===== config.mk =====
export PLATFORM = sky130hd
export DESIGN_NAME = utf8_validating_decoder_top
export DESIGN_NICKNAME = d
export VERILOG_FILES = /design/src/hdl/u8vd_pkg.sv /design/src/hdl/u8vd_cfg.sv /design/src/hdl/u8vd_core.sv /design/src/hdl/u8vd_outq.sv /design/src/hdl/utf8_validating_decoder_top.sv
export SDC_FILE = /design/constraint.sdc
export NUM_CORES = 1
export LEC_CHECK = 0
export ABC_AREA = 1
export BUFFER_PORTS_ARGS = -buffer_cell sky130_fd_sc_hd__buf_2
export CAP_MARGIN = 10
export CORE_MARGIN = 5
export CORE_UTILIZATION = 55
export CTS_CLUSTER_DIAMETER = 30
export DETAILED_ROUTE_END_ITERATION = 8
export GPL_TIMING_DRIVEN = 0
export PLACE_DENSITY = 0.78
export SLEW_MARGIN = 20
export SYNTH_ARGS = -nofsm -noshare
export SYNTH_HDL_FRONTEND = slang
export SYNTH_HIERARCHICAL = 1
export SYNTH_SLANG_ARGS = --single-unit

===== constraint.sdc =====
create_clock -name clk -period 12.4 [get_ports clk]
set_input_delay 1.24 -clock clk [delete_from_list [all_inputs] [get_ports clk]]
set_output_delay 1.24 -clock clk [all_outputs]
set_load 0.1 [all_outputs]

===== src/hdl/u8vd_pkg.sv =====
// Shared types, constants and helper functions of the UTF-8 validating decoder.
package u8vd_pkg;

    localparam int CODE_W  = 21;
    localparam int PART_W  = 31;
    localparam int LEN_W   = 3;
    localparam int Q_DEPTH = 4;
    localparam int Q_PTR_W = $clog2(Q_DEPTH);
    localparam int Q_CNT_W = $clog2(Q_DEPTH + 1);

    localparam int IN_TDATA_W  = 8;
    localparam int OUT_TDATA_W = 24;
    localparam int OUT_TUSER_W = 2;

    localparam int APB_ADDR_W = 3;
    localparam int APB_DATA_W = 32;
    localparam logic [APB_ADDR_W-1:0] REG_UTF16_OUTPUT = 3'd0;

    // Number of results that one step hands to the output queue.
    localparam logic [1:0] CNT_NONE = 2'd0;
    localparam logic [1:0] CNT_ONE  = 2'd1;
    localparam logic [1:0] CNT_TWO  = 2'd2;

    typedef struct packed {
        logic [CODE_W-1:0] code_unit;
        logic              bad_sequence;
        logic              run_last;
        logic              string_done;
    } result_t;

    typedef struct packed {
        logic [1:0] count;
        result_t    first;
        result_t    second;
    } step_t;

    function automatic logic [LEN_W-1:0] shortest_length(input logic [PART_W-1:0] cp);
        logic [LEN_W-1:0] len;
        if (cp < 31'h80)              len = 3'd1;
        else if (cp < 31'h800)        len = 3'd2;
        else if (cp < 31'h10000)      len = 3'd3;
        else if (cp < 31'h200000)     len = 3'd4;
        else if (cp < 31'h4000000)    len = 3'd5;
        else                          len = 3'd6;
        return len;
    endfunction

    // Rejects values beyond Unicode, surrogates, the FDD0..FDEF block and xxFFFE/xxFFFF.
    function automatic logic code_allowed(input logic [PART_W-1:0] cp);
        logic ok;
        ok = (cp < 31'h110000) &&
             (cp[PART_W-1:11] != 20'h0001B) &&
             ((cp < 31'hFDD0) || (cp > 31'hFDEF)) &&
             (cp[15:1] != 15'h7FFF);
        return ok;
    endfunction

endpackage


===== src/hdl/u8vd_cfg.sv =====
// APB register block holding the output format select.
module u8vd_cfg
    import u8vd_pkg::*;
(
    input  logic                  clk,
    input  logic                  rst_n,
    input  logic                  psel,
    input  logic                  penable,
    input  logic                  pwrite,
    input  logic [APB_ADDR_W-1:0] paddr,
    input  logic [APB_DATA_W-1:0] pwdata,
    output logic [APB_DATA_W-1:0] prdata,
    output logic                  pready,
    output logic                  utf16_output
);

    logic utf16_output_reg;
    logic utf16_output_next;
    logic wr_en;

    assign pready = 1'b1;
    assign wr_en  = psel && penable && pwrite && pready && (paddr == REG_UTF16_OUTPUT);

    always_comb
    begin
        utf16_output_next = utf16_output_reg;
        if (wr_en)
        begin
            utf16_output_next = pwdata[0];
        end
    end

    always_ff @(posedge clk or negedge rst_n)
    begin
        if (!rst_n)
        begin
            utf16_output_reg <= 1'b0;
        end
        else
        begin
            utf16_output_reg <= utf16_output_next;
        end
    end

    always_comb
    begin
        prdata = '0;
        if (paddr == REG_UTF16_OUTPUT)
        begin
            prdata = {{(APB_DATA_W-1){1'b0}}, utf16_output_reg};
        end
    end

    assign utf16_output = utf16_output_reg;

endmodule


===== src/hdl/u8vd_core.sv =====
// Input register, sequence state and the combinational decode and check of each byte.
module u8vd_core
    import u8vd_pkg::*;
(
    input  logic                  clk,
    input  logic                  rst_n,
    input  logic                  s_tvalid,
    output logic                  s_tready,
    input  logic [IN_TDATA_W-1:0] s_tdata,
    input  logic                  s_tlast,
    input  logic                  room,
    input  logic                  utf16_output,
    output step_t                 step
);

    logic                  in_valid_reg;
    logic                  in_valid_next;
    logic [7:0]            data_reg;
    logic                  end_reg;
    logic                  accept;
    logic                  consume;

    logic [PART_W-1:0]     partial_reg;
    logic [PART_W-1:0]     partial_next;
    logic [LEN_W-1:0]      remain_reg;
    logic [LEN_W-1:0]      remain_next;
    logic [LEN_W-1:0]      seqlen_reg;
    logic [LEN_W-1:0]      seqlen_next;
    logic                  error_reg;
    logic                  error_next;

    logic                  lead_ok;
    logic [LEN_W-1:0]      lead_len;
    logic [6:0]            lead_bits;
    logic [PART_W-1:0]     acc;
    logic [PART_W-1:0]     emit_cp;
    logic [LEN_W-1:0]      emit_len;
    logic                  emit_ok;
    logic [19:0]           offset;
    logic [CODE_W-1:0]     high_unit;
    logic [CODE_W-1:0]     low_unit;
    logic                  do_error;
    logic                  do_emit;

    assign s_tready = !in_valid_reg || room;
    assign accept   = s_tvalid && s_tready;
    assign consume  = in_valid_reg && room;

    always_comb
    begin
        in_valid_next = in_valid_reg;
        if (accept)
        begin
            in_valid_next = 1'b1;
        end
        else if (consume)
        begin
            in_valid_next = 1'b0;
        end
    end

    always_ff @(posedge clk)
    begin
        if (accept)
        begin
            data_reg <= s_tdata;
            end_reg  <= s_tlast;
        end
    end

    // Lead byte classification.
    always_comb
    begin
        lead_ok   = 1'b1;
        lead_len  = 3'd1;
        lead_bits = data_reg[6:0];
        priority if (data_reg[7] == 1'b0)
        begin
            lead_len  = 3'd1;
            lead_bits = data_reg[6:0];
        end
        else if (data_reg[7:5] == 3'b110)
        begin
            lead_len  = 3'd2;
            lead_bits = {2'b0, data_reg[4:0]};
        end
        else if (data_reg[7:4] == 4'b1110)
        begin
            lead_len  = 3'd3;
            lead_bits = {3'b0, data_reg[3:0]};
        end
        else if (data_reg[7:3] == 5'b11110)
        begin
            lead_len  = 3'd4;
            lead_bits = {4'b0, data_reg[2:0]};
        end
        else if (data_reg[7:2] == 6'b111110)
        begin
            lead_len  = 3'd5;
            lead_bits = {5'b0, data_reg[1:0]};
        end
        else if (data_reg[7:1] == 7'b1111110)
        begin
            lead_len  = 3'd6;
            lead_bits = {6'b0, data_reg[0]};
        end
        else
        begin
            lead_ok = 1'b0;
        end
    end

    assign acc      = {partial_reg[PART_W-7:0], data_reg[5:0]};
    assign emit_cp  = (remain_reg == 3'd0) ? {{(PART_W-7){1'b0}}, lead_bits} : acc;
    assign emit_len = (remain_reg == 3'd0) ? 3'd1 : seqlen_reg;
    assign emit_ok  = code_allowed(emit_cp) && (shortest_length(emit_cp) == emit_len);

    assign offset    = 20'(emit_cp[CODE_W-1:0] - 21'h10000);
    assign high_unit = 21'h0D800 + {11'b0, offset[19:10]};
    assign low_unit  = 21'h0DC00 + {11'b0, offset[9:0]};

    always_comb
    begin
        partial_next = partial_reg;
        remain_next  = remain_reg;
        seqlen_next  = seqlen_reg;
        error_next   = error_reg;
        do_error     = 1'b0;
        do_emit      = 1'b0;
        step         = '0;

        if (consume)
        begin
            if (error_reg)
            begin
                // The rest of a bad string is dropped until its end byte.
                if (end_reg)
                begin
                    error_next   = 1'b0;
                    partial_next = '0;
                    remain_next  = '0;
                    seqlen_next  = '0;
                end
            end
            else if (remain_reg == 3'd0)
            begin
                if (!lead_ok)
                begin
                    do_error = 1'b1;
                end
                else if (lead_len == 3'd1)
                begin
                    do_emit = 1'b1;
                end
                else if (end_reg)
                begin
                    do_error = 1'b1;
                end
                else
                begin
                    partial_next = {{(PART_W-7){1'b0}}, lead_bits};
                    remain_next  = lead_len - 3'd1;
                    seqlen_next  = lead_len;
                end
            end
            else
            begin
                if (data_reg[7:6] != 2'b10)
                begin
                    do_error = 1'b1;
                end
                else if (remain_reg == 3'd1)
                begin
                    do_emit = 1'b1;
                end
                else if (end_reg)
                begin
                    do_error = 1'b1;
                end
                else
                begin
                    partial_next = acc;
                    remain_next  = remain_reg - 3'd1;
                end
            end

            if (do_emit && !emit_ok)
            begin
                do_error = 1'b1;
            end

            if (do_error)
            begin
                partial_next       = '0;
                remain_next        = '0;
                seqlen_next        = '0;
                error_next         = !end_reg;
                step.count         = CNT_ONE;
                step.first         = '{code_unit: '0, bad_sequence: 1'b1,
                                       run_last: 1'b1, string_done: end_reg};
            end
            else if (do_emit)
            begin
                partial_next = '0;
                remain_next  = '0;
                seqlen_next  = '0;
                if (utf16_output && (emit_cp >= 31'h10000))
                begin
                    step.count  = CNT_TWO;
                    step.first  = '{code_unit: high_unit, bad_sequence: 1'b0,
                                    run_last: 1'b0, string_done: end_reg};
                    step.second = '{code_unit: low_unit, bad_sequence: 1'b0,
                                    run_last: 1'b1, string_done: end_reg};
                end
                else
                begin
                    step.count = CNT_ONE;
                    step.first = '{code_unit: emit_cp[CODE_W-1:0], bad_sequence: 1'b0,
                                   run_last: 1'b1, string_done: end_reg};
                end
            end
        end
    end

    always_ff @(posedge clk or negedge rst_n)
    begin
        if (!rst_n)
        begin
            in_valid_reg <= 1'b0;
            partial_reg  <= '0;
            remain_reg   <= '0;
            seqlen_reg   <= '0;
            error_reg    <= 1'b0;
        end
        else
        begin
            in_valid_reg <= in_valid_next;
            partial_reg  <= partial_next;
            remain_reg   <= remain_next;
            seqlen_reg   <= seqlen_next;
            error_reg    <= error_next;
        end
    end

endmodule


===== src/hdl/u8vd_outq.sv =====
// Four-entry result queue that takes up to two results a cycle and drives the output stream.
module u8vd_outq
    import u8vd_pkg::*;
(
    input  logic                   clk,
    input  logic                   rst_n,
    input  step_t                  step,
    output logic                   room,
    output logic                   m_tvalid,
    input  logic                   m_tready,
    output logic [OUT_TDATA_W-1:0] m_tdata,
    output logic [OUT_TUSER_W-1:0] m_tuser,
    output logic                   m_tlast
);

    result_t              q_reg [Q_DEPTH];
    logic [Q_PTR_W-1:0]   wr_ptr_reg;
    logic [Q_PTR_W-1:0]   wr_ptr_next;
    logic [Q_PTR_W-1:0]   rd_ptr_reg;
    logic [Q_PTR_W-1:0]   rd_ptr_next;
    logic [Q_CNT_W-1:0]   count_reg;
    logic [Q_CNT_W-1:0]   count_next;
    logic                 pop;
    logic [Q_PTR_W-1:0]   wr_ptr_plus;
    result_t              head;

    // Room is judged on the registered fill alone, so no path runs from m_tready to s_tready.
    assign room     = count_reg <= Q_CNT_W'(Q_DEPTH - 2);
    assign m_tvalid = count_reg != '0;
    assign pop      = m_tvalid && m_tready;
    assign head     = q_reg[rd_ptr_reg];

    assign m_tdata  = {{(OUT_TDATA_W-CODE_W){1'b0}}, head.code_unit};
    assign m_tuser  = {head.string_done, head.bad_sequence};
    assign m_tlast  = head.run_last;

    assign wr_ptr_plus = wr_ptr_reg + Q_PTR_W'(1);
    assign wr_ptr_next = wr_ptr_reg + Q_PTR_W'(step.count);
    assign rd_ptr_next = rd_ptr_reg + Q_PTR_W'(pop);
    assign count_next  = count_reg + Q_CNT_W'(step.count) - Q_CNT_W'(pop);

    always_ff @(posedge clk)
    begin
        if (step.count != CNT_NONE)
        begin
            q_reg[wr_ptr_reg] <= step.first;
        end
        if (step.count == CNT_TWO)
        begin
            q_reg[wr_ptr_plus] <= step.second;
        end
    end

    always_ff @(posedge clk or negedge rst_n)
    begin
        if (!rst_n)
        begin
            wr_ptr_reg <= '0;
            rd_ptr_reg <= '0;
            count_reg  <= '0;
        end
        else
        begin
            wr_ptr_reg <= wr_ptr_next;
            rd_ptr_reg <= rd_ptr_next;
            count_reg  <= count_next;
        end
    end

endmodule


===== src/hdl/utf8_validating_decoder_top.sv =====
// Top level of the UTF-8 validating decoder: byte stream in, code units out.
//
//  channel  | dir | handshake          | contents
//  ---------+-----+--------------------+---------------------------------------------
//  s_*      | in  | s_tvalid/s_tready  | s_tdata: data_byte; s_tlast: string_end
//  m_*      | out | m_tvalid/m_tready  | m_tdata: code_unit; m_tuser: bad_sequence,
//           |     |                    | string_done; m_tlast: run_last
//  APB      | in  | psel/penable       | register 0 at address 0: utf16_output
//
// One byte is taken per cycle unless the input stalls; it is decoded while it sits in the input
// register and its results enter a four-entry output queue, from which m_* is driven.
// A surrogate pair gives two output items, fewer than the four input bytes of its sequence,
// so one byte per cycle holds whenever the output side keeps up.
// A byte waits in the input register while the queue holds more than two results, and the
// input stalls only once that register is occupied as well.
// Reset clears the sequence state, the queue and the format select at once; no clearing pass.
module utf8_validating_decoder_top
    import u8vd_pkg::*;
(
    input  logic                   clk,
    input  logic                   rst_n,
    input  logic                   s_tvalid,
    output logic                   s_tready,
    input  logic [IN_TDATA_W-1:0]  s_tdata,   // [7:0] data_byte
    input  logic                   s_tlast,
    output logic                   m_tvalid,
    input  logic                   m_tready,
    output logic [OUT_TDATA_W-1:0] m_tdata,   // [20:0] code_unit, [23:21] zero
    output logic [OUT_TUSER_W-1:0] m_tuser,   // [0] bad_sequence, [1] string_done
    output logic                   m_tlast,
    input  logic                   psel,
    input  logic                   penable,
    input  logic                   pwrite,
    input  logic [APB_ADDR_W-1:0]  paddr,
    input  logic [APB_DATA_W-1:0]  pwdata,
    output logic [APB_DATA_W-1:0]  prdata,
    output logic                   pready
);

    logic  utf16_output;
    logic  room;
    step_t step;

    u8vd_cfg u_cfg (
        .clk          (clk),
        .rst_n        (rst_n),
        .psel         (psel),
        .penable      (penable),
        .pwrite       (pwrite),
        .paddr        (paddr),
        .pwdata       (pwdata),
        .prdata       (prdata),
        .pready       (pready),
        .utf16_output (utf16_output)
    );

    u8vd_core u_core (
        .clk          (clk),
        .rst_n        (rst_n),
        .s_tvalid     (s_tvalid),
        .s_tready     (s_tready),
        .s_tdata      (s_tdata),
        .s_tlast      (s_tlast),
        .room         (room),
        .utf16_output (utf16_output),
        .step         (step)
    );

    u8vd_outq u_outq (
        .clk      (clk),
        .rst_n    (rst_n),
        .step     (step),
        .room     (room),
        .m_tvalid (m_tvalid),
        .m_tready (m_tready),
        .m_tdata  (m_tdata),
        .m_tuser  (m_tuser),
        .m_tlast  (m_tlast)
    );

endmodule


Word level (Yosys, flattened, before mapping)
Memories as Yosys holds them, arrays and structs flattened. Index checks and enable logic that the tools add are counted.

Flip-flop bits (word level): 50. Latch bits: 0. RAM bits: 96. Memory bits (read-only): 0. Input bits: 51. Output and inout bits: 62. Word-level logic and storage cells: 163. Memories kept: 1.

Memory list: u_outq.q_reg (depth 4, width 24, rd ports 1, clocked after memory_dff 0, write ports 2, line u8vd_outq.sv:16) `result_t q_reg [Q_DEPTH];`.

Add/sub/neg operators: 10. $mul: 0. Div/mod/pow operators: 0. Order comparisons: 10. Eq/ne operators: 19. Shifts and indexed selects: 0. Muxes and demuxes: 86. Bitwise logic cells: 0. Reductions and logical operators: 26.

Operator list (number): 2-to-1 mux 25 bit (11); 2-to-1 mux 50 bit (2); 2-to-1 mux 3 bit (29); 2-to-1 mux 26 bit (2); 2-to-1 mux 24 bit (2); 2-to-1 mux 7 bit (6); adder 16 x 10 -> 17 bit (first input constant) (2); 2-to-1 mux 1 bit (32); greater-or-equal comparator 31 x 17 -> 1 bit (second input constant) (1); > comparator 31 x 16 -> 1 bit (second input constant) (1); < comparator 31 x 12 -> 1 bit (second input constant) (1); < comparator 31 x 16 -> 1 bit (second input constant) (1); < comparator 31 x 17 -> 1 bit (second input constant) (1); < comparator 31 x 21 -> 1 bit (second input constant) (1); < comparator 31 x 22 -> 1 bit (second input constant) (1); < comparator 31 x 27 -> 1 bit (second input constant) (1); < comparator 31 x 8 -> 1 bit (second input constant) (1); 2-to-1 mux 31 bit (1); != test 20 x 5 -> 1 bit (second input constant) (1); subtractor 20 x 17 -> 20 bit (second input constant) (1); != test 15 bit (second input constant) (1); != test 5 x 3 -> 1 bit (second input constant) (3); logical AND 1 bit (12); != test 4 x 3 -> 1 bit (second input constant) (2); other kinds (27) (35).

Depth between registers and ports, before layout
Gate-level depths: netlist of run 1.

Depth in word-level cells: 25. Gate-level depth with buffers: 28. Depth with buffers taken out: 25.

Cells and area by module
The synthesis of run 1 kept the hierarchy.

Modules (own cells, without submodules): u8vd_outq (instances 1, cells an instance 557, area an instance 5201.2 µm², sequential area each 3057.9 µm²); u8vd_core (instances 1, cells an instance 463, area an instance 3191.8 µm², sequential area each 1096.1 µm²); u8vd_cfg (instances 1, cells an instance 48, area an instance 336.6 µm², sequential area each 25.0 µm²).

Worst setup path after synthesis of run 1
No wires, ideal clock.

Path type: reg-to-reg. Start point: reg u_core.remain_reg[0]. End point: mem u_outq/q_reg[2][0] in the netlist's numbering, enable pin. Setup time: 442 ps. Data arrival time: 4859 ps. Data required time: 11958 ps. Slack: 7099 ps. Stages on the path, launching flop included: 24. Path buffers: 3. Clock period less this slack: 5301 ps. Path through: dfrtp_1 -> inv_1 -> ha_1 -> inv_1 -> nor2_1 -> clkbuf_1 -> nor2_1 -> inv_1 -> ha_1 -> nor3b_1 -> nand3_1 -> nor3_1 -> nand2_1 -> nor2_1 -> nand3_1 -> nand2_2 -> nand2_4 -> nor2_8 -> nand3_4 -> buf_6 -> inv_1 -> buf_4 -> nor2_1 -> o31ai_1.

RTL lines: from (decl) (line u8vd_core.sv:25) `logic [LEN_W-1:0] remain_reg;`; from (signal assigned) (line u8vd_core.sv:239) `remain_reg <= remain_next;`; to (decl) (line u8vd_outq.sv:16).

==> results.md, run 1 <==
- Async SR Flop Fraction: between 20 and 30%
- Post-DP HPWL: 16900 um
- Final clock skew: about 0.0077 ns
- Clk_lat worst skew: roughly 0.43 ns
- Unique masters post-synth: 42
- Mapped Area: 8730 um^2
- Maximum VDD drop: 187 uV
- Period utilization: 44.2%
- CTS H-tree depth: 4
- Crit-path cells: inv_1 -> ha_1 -> inv_1 -> nor2_1 -> clkbuf_1 -> nor2_1 -> inv_1 -> ha_1 -> nor3b_1 -> nand3_1 -> nor3_1 -> nand2_1 -> nor2_1 -> nand3_1 -> nand2_2 -> nand2_4 -> nor2_8 -> nand3_4 -> buf_6 -> inv_1 -> buf_4 -> nor2_1 -> o31ai_4 -> buf_6
- Seq cells post-synth: 146
- Run status: finished, final reports clean
- Critical path type: reg -> reg
- DIE AREA: 18500 um^2
- Max Slew Vio Count: 0
- Setup crit start kind: register
- PwrDens: 264 nW/um^2
- Setup-failing EPs final: 0
- Via density per instance: roughly 5.4
- CP arrival: 5.61 ns
- TritonCTS clock tree: built
- Std cell rows: 46
- Grt total ovfl: 0
- Routability Congestion: 0.998
- Synth Area per Inst: 8.17 um^2
- # Post-CTS Setup Buffers: 0
- # fillers: 1306
- Final Core Density: 64.4%
- Via total after detailed routing: 7642
- Ys Warns: 6
- Remaining antenna violation count: 0
- Final Hold Viols: 0
- Max reg flops: 96
- Lkg Pwr: 4.26 nW
- CTS Root Cell: clkbuf_16
- Leading cell types in the layout, fill and taps excluded: nand2_1, o21ai_0, nor2_1, edfxtp_1, inv_1
- Initial core utilization: about 56%
- Critical path's slowest cell: o31ai_4
- Clk slew on worst S/H paths: 0.06 ns
- Hold depth: 2
- Total Routing Usage GR: 26.0%
- Crit path capture type: register
- CTS resizes: 0
- Pre-antenna DRT Iters: 9
- WP data required: approximately 13 ns
- Max FO, Critical Path: 13
- Max Root-Sink Buffers: 2
- Post-cts hold buffer count: 0
- Min Tclk post-route: 5.48 ns
- Initial antenna violation count: 0
- Share of layout cells above drive strength 1: 18.6%
- Fin nets: 1237
- Largest stage delay on the critical path: 0.72 ns
- RSZ-0062 raised after global routing: no
- I/O Buffers: 46
- Highest clock rate: between 150 and 200 MHz
- Wirelength per Cell: approximately 17 um
- Ant. Diodes: 0
- # IOs: 113
- Worst Tran Pin Value: about 0.94 ns
- Worst Hold Class: reg -> reg
- Largest net degree at the start of global routing: 42
- Drt first-iter violations: 787
- Post-synthesis sequential area ratio: 47.9%
- First-pass GRT wire length: approximately 37000 um
- Die H: 136 um
- Routed WL: 23500 um
- Most common cell after layout, fill and taps aside: nand2_1
- Die Wd: 136 um
- Max Cap Viol: 0
- Vias in the first global route: about 7100
- Post-synth EDFFs: 105
- Top_reg_cell synth: edfxtp_1
- Post-Route Setup TNS: 0 ns
- CTS buffer count: 17
- Worst-case reg-to-reg path depth: 24
- Core footprint: 15700 um^2
- DRC viols: 0
- P&R area growth vs syn: 15.9%
- Synthesized netlist cell count: 1068
- Num Clock Sinks: 146
- Max-Slew Margin vs Limit: 37.3%
==> metrics by stage <==
step	instances	setup WS [ns]	power (mW)	hold slack, ns	area, um^2
after floorplan	1106	7.10	1.80	0.442	8870
after global placement	1368	4.62	2.07	0.453	9370
after detailed placement	1372	7.01	2.11	0.472	9470
after CTS	1404	6.98	2.67	0.488	10100
after global routing	1404	6.51	2.80	0.517	10100
final	1404	6.92	2.67	0.484	10100
==> worst max-delay path, delay by kind of cell, from the launching register on <==
| kind | cells | cell delay [ns] |
|---|---|---|
| flops | 1 | 0.36 |
| fa+ha+maj | 2 | 0.43 |
| buf+inv | 8 | 1.72 |
| compound gates | 1 | 0.72 |
| simple gates | 13 | 1.91 |
==> cell usage after synthesis, types with 3 or more instances <==
cell type | number | share of area, %
o31ai_1 | 8 | 0.69
inv_2 | 7 | 0.30
buf_6 | 10 | 1.3
o21ai_1 | 32 | 1.8
edfxtp_1 | 105 | 36
o21ai_0 | 158 | 9.1
dfrtp_1 | 41 | 12
buf_4 | 51 | 4.4
nand2_1 | 208 | 8.9
conb_1 | 4 | 0.17
clkbuf_1 | 18 | 0.77
nand4_1 | 4 | 0.29
nand3_1 | 62 | 3.6
buf_2 | 14 | 0.80
nand3b_1 | 3 | 0.26
nand2_4 | 4 | 0.52
nand2_2 | 11 | 0.79
o21ai_2 | 16 | 1.6
nand3_2 | 4 | 0.46
nor2_1 | 139 | 6.0
nor3_1 | 6 | 0.34
ha_1 | 10 | 1.4
nor2_2 | 10 | 0.72
inv_1 | 104 | 4.5
a21oi_1 | 17 | 0.97
==> cell families (layout without fill, tap and decap cells) <==
kind of cell	count (synthesis)	count (layout)	synth area share (%)
AOI/OAI and AO/OA	235	235	14.7
xor gates and xnor gates	4	4	0.401
adders and majority gates	11	11	1.66
buffers and inverters	209	291	12.3
DFF	146	146	47.9
other	4	42	0.172
and+or+nand+nor	459	459	22.9
==> routing by layer <==
metal  GRT usage (%)  vias to the layer above  wire (um)
li1                -                     3651          -
met1            32.8                     3555       9330
met5               0                        -          0
met2            45.2                      371      11900
met3            3.70                       65       1630
met4            10.2                        0        662
==> layout make-up <==
class	instances	area [um^2]	share of cell area (%)
buffer	97	651	6.43
tap	216	270	2.67
inverter	112	420	4.16
clock inverter	13	206	2.04
clock buffer	19	433	4.28
sequential	146	4180	41.3
multi-input combinational	751	3670	36.3
timing repair buffer	50	282	2.78
==> power breakdown <==
| part | internal, mW | switching [mW] |
|---|---|---|
| registers | 0.656 | 0.0569 |
| clock network | 0.357 | 0.201 |
| logic | 0.278 | 1.12 |
==> worst paths after layout <==
| kind | from | endpoint | slack (ns) |
|---|---|---|---|
| setup / recovery | u_core/remain_reg[1] | u_outq/q_reg[0][9] | 6.92 |
| hold / removal | u_core/partial_reg[24] | u_core/partial_reg[24] | 0.48 |
| setup reg to reg | u_core/remain_reg[1] | u_outq/q_reg[0][9] | 6.92 |
| hold reg to reg | u_core/partial_reg[24] | u_core/partial_reg[24] | 0.48 |
| max in group asynchronous | rst_n | u_core/partial_reg[0] | 11.19 |
| min in group asynchronous | rst_n | u_outq/rd_ptr_reg[1] | 0.80 |
(Power assumes the default switching activity.)
==> inputs of run 2 (changes only) <==
CORE_UTILIZATION = 53   (was 55)
PLACE_DENSITY = 0.79   (was 0.78)
clock period = 4.6 ns   (was 12.4 ns; I/O delays follow)
==> run 2 against run 1 <==
  * Final area up 1.2%
  * Count of clock-buffer cells in the layout unchanged
  * Combinational power increased to 2.8 times the previous value
  * Via count grew 0.79%
  * Maximum frequency up 28%
  * Worst setup slack lost 6.6 ns
  * Register-to-register slack worse by 6.6 ns
  * Power grew to 2.7 times the previous value
  * Routed wire length shrank 0.17%
  * Largest cell class unchanged
  * Largest power group unchanged
  * Highest routed layer unchanged
==> results.md, run 2 (synthesis gave the netlist of run 1 again) <==
- Via total after detailed routing: 7702 (+0.79%)
- Highest clock rate: 233 MHz (+28%)
- P&R area growth vs syn: 17.3%
- Max FO, Critical Path: 10 (-3)
- Met2 Use GR: 41.2% (-4.0 points)
- Grt total ovfl: 0 (unchanged)
- RSZ-0062 raised after global routing: no
- Share of layout cells above drive strength 1: 19.9% (+1.3 points)
- # IOs: 113 (unchanged)
- Sw Pwr: 3.76 mW (+170%)
- Ant. Diodes: 0 (unchanged)
- Wirelength per Cell: 16.5 um (-1.2%)
- Clk_lat worst skew: 0.43 ns (about the same)
- Sequential share of power: 26.9% (+0.2 points)
- Initial core utilization: 53.4% (-2.2 points)
- Routed WL: 23500 um (-0.17%)
- Post-cts hold buffer count: 0 (unchanged)
- Post-DP Area: 9510 um^2 (+0.42%)
- Period utilization: 93.5% (+49 points)
- Run status: finished, final reports clean
- Global routing usage on met1: 29.3% (-3.5 points)
- Setup crit start kind: register
- Met3 GRT Util: 6.73% (+3.0 points)
- Final Cell Area: 10200 um^2 (+1.2%)
- Clk slew on worst S/H paths: 0.06 ns (about the same)
- GRT busiest layer: met2
- Die Wd: 138 um (+1.7%)
- Largest stage delay on the critical path: 0.40 ns (-0.32 ns)
- Most frequent CP cell: inv_1
- Lkg Pwr: 4.31 nW (+1.1%)
- First-pass GRT wire length: 37400 um (+1.1%)
- Most common cell after layout, fill and taps aside: nand2_1
- Critical register-to-register path startpoint: u_core/remain_reg[0]
- WP data required: 4.73 ns (-7.79 ns)
- Max Root-Sink Buffers: 2 (unchanged)
- TritonCTS clock tree: built
- Max-Slew Margin vs Limit: 42.2% (+4.8 points)
- Total Routing Usage GR: 24.5% (-1.5 points)
- Remaining antenna violation count: 0 (unchanged)
- Non-filler instance count after layout: 1419 (+1.1%)
- Setup-failing EPs final: 0 (unchanged)
- Final Core Density: 62.6% (-1.7 points)
- Final Hold Viols: 0 (unchanged)
- Largest net degree at the start of global routing: 42 (unchanged)
- CTS Root Cell: clkbuf_16
- Max reg flops: 96 (unchanged)
- Critical path's slowest cell: dfrtp_1
- Leading cell types in the layout, fill and taps excluded: nand2_1, o21ai_0, nor2_1, edfxtp_1, inv_1
- Via density per instance: 5.43 (-0.28%)
- PwrDens: 700 nW/um^2 (+160%)
- DRC viols: 0 (unchanged)
- I/O Buffers: 46 (unchanged)
- Std cell rows: 47 (+2.2%)
- Min Tclk post-route: 4.30 ns (-1.19 ns)
- Combinational power share: 53.8% (+1.4 points)
- DIE AREA: 19100 um^2 (+3.5%)
- Vias in the first global route: 7449 (+4.6%)
- Area taken by multi-input logic gates: 3700 um^2 (+0.75%)
- Worst Hold Class: in -> async
- CP arrival: 4.43 ns (-1.18 ns)
- Die H: 138 um (+1.7%)
- CTS buffer count: 17 (unchanged)
- Post-DP HPWL: 16800 um (-0.11%)
- Placed Instances: 1377 (+0.36%)
- Final clock skew: 0.0146 ns (+0.00684 ns)
- Setup slack, reg-to-reg: 0.30 ns (-6.61 ns)
- Worst Tran Pin Value: 0.868 ns (-0.0726 ns)
- Max Cap Viol: 0 (unchanged)
- Clock share of power: 19.3% (-1.6 points)
- CTS H-tree depth: 4 (unchanged)
- # fillers: 1362 (+4.3%)
- Critical path type: reg -> reg
- Routability Congestion: 0.976 (-2.3%)
- Maximum VDD drop: 549 uV (+190%)
- Max Slew Vio Count: 0 (unchanged)
- FF+latch area: 4180 um^2 (unchanged)
- Worst setup path startpoint: u_core/remain_reg[0]
- Initial antenna violation count: 0 (unchanged)
- Crit path capture type: register
- Drt first-iter violations: 856 (+8.8%)
- Net Sw Frac: 52.4% (+0.70 points)
- Pre-antenna DRT Iters: 5 (-4)
- Core footprint: 16300 um^2 (+4.0%)
- Fin nets: 1248 (+0.89%)
- Internal power: 3.41 mW (+160%)
- Num Clock Sinks: 146 (unchanged)
run 2: cell types whose count changed in the layout (fill, tap and decap cells not counted), sizes merged:
cell / previous run / this run
clkbuf: 39 / 38
buf: 127 / 139
bufinv: 5 / 2
clkinvlp: 2 / 5
clkinv: 5 / 4
inv: 113 / 114
run 2: metrics by stage:
step	TNS, ns	total power, mW	hold slack, ns	setup WS [ns]
3_3_place_gp	-275.69	5.56	0.462	-2.90
4_1_cts	0	7.13	0.189	0.00667
3_5_place_dp	-64.54	5.70	0.472	-0.686
5_1_grt	0	7.54	0.0591	0.00548
6_report	0	7.17	0.0275	0.301
2_1_floorplan	-64.50	4.86	0.164	-0.701
run 2: power groups by stage:
stage	registers [mW]	logic (mW)	clock network [mW]
finish	1.93	3.86	1.38
global route	1.95	4.13	1.46
CTS	1.92	3.80	1.40
detailed placement	1.94	3.75	0
global placement	1.94	3.62	0
floorplan	1.90	2.96	0
run 2: final timing paths:
kind,endpoint,cells after the start
setup / recovery,u_outq/q_reg[1][4],28
hold / removal,u_outq/rd_ptr_reg[1],1
setup reg to reg,u_outq/q_reg[1][4],28
hold reg to reg,u_outq/rd_ptr_reg[1],2
max in group asynchronous,u_cfg/utf16_output,1
min in group clk,u_core/data_reg[6],1
run 2: area by class of cell:
type | instances | area share, %
clock inverters | 13 | 1.49
multi-input cells | 751 | 36.2
inverters | 112 | 4.14
plain buffers | 97 | 6.44
flip-flops and latches | 146 | 40.8
clock buffers | 19 | 4.33
repair buffers | 61 | 3.95
well taps | 220 | 2.69
run 2: timing repair:
item                                    4_1_cts  5_1_grt
setup buffers                                 4        5
gates resized for setup                       7        5
pin swaps                                     1        2
hold endpoints to repair                      0        0
endpoints found under the setup margin      194      158
cloned                                        1        0
run 2: worst max-delay path, delay by kind of cell (launching register included):
| kind | cells | cell delay [ns] |
|---|---|---|
| adder cells (fa/ha/maj) | 2 | 0.34 |
| flip-flops | 1 | 0.40 |
| buffers and inverters | 11 | 1.54 |
| AND/OR/NAND/NOR | 14 | 1.57 |
| AO/OA/AOI/OAI | 1 | 0.13 |
run 2: metal layers:
metal  vias to the layer above  share of wire, %
met2                       455                49
li1                       3680                 -
met1                      3499                37
met4                         0               3.0
met3                        68                10
met5                         -                 0
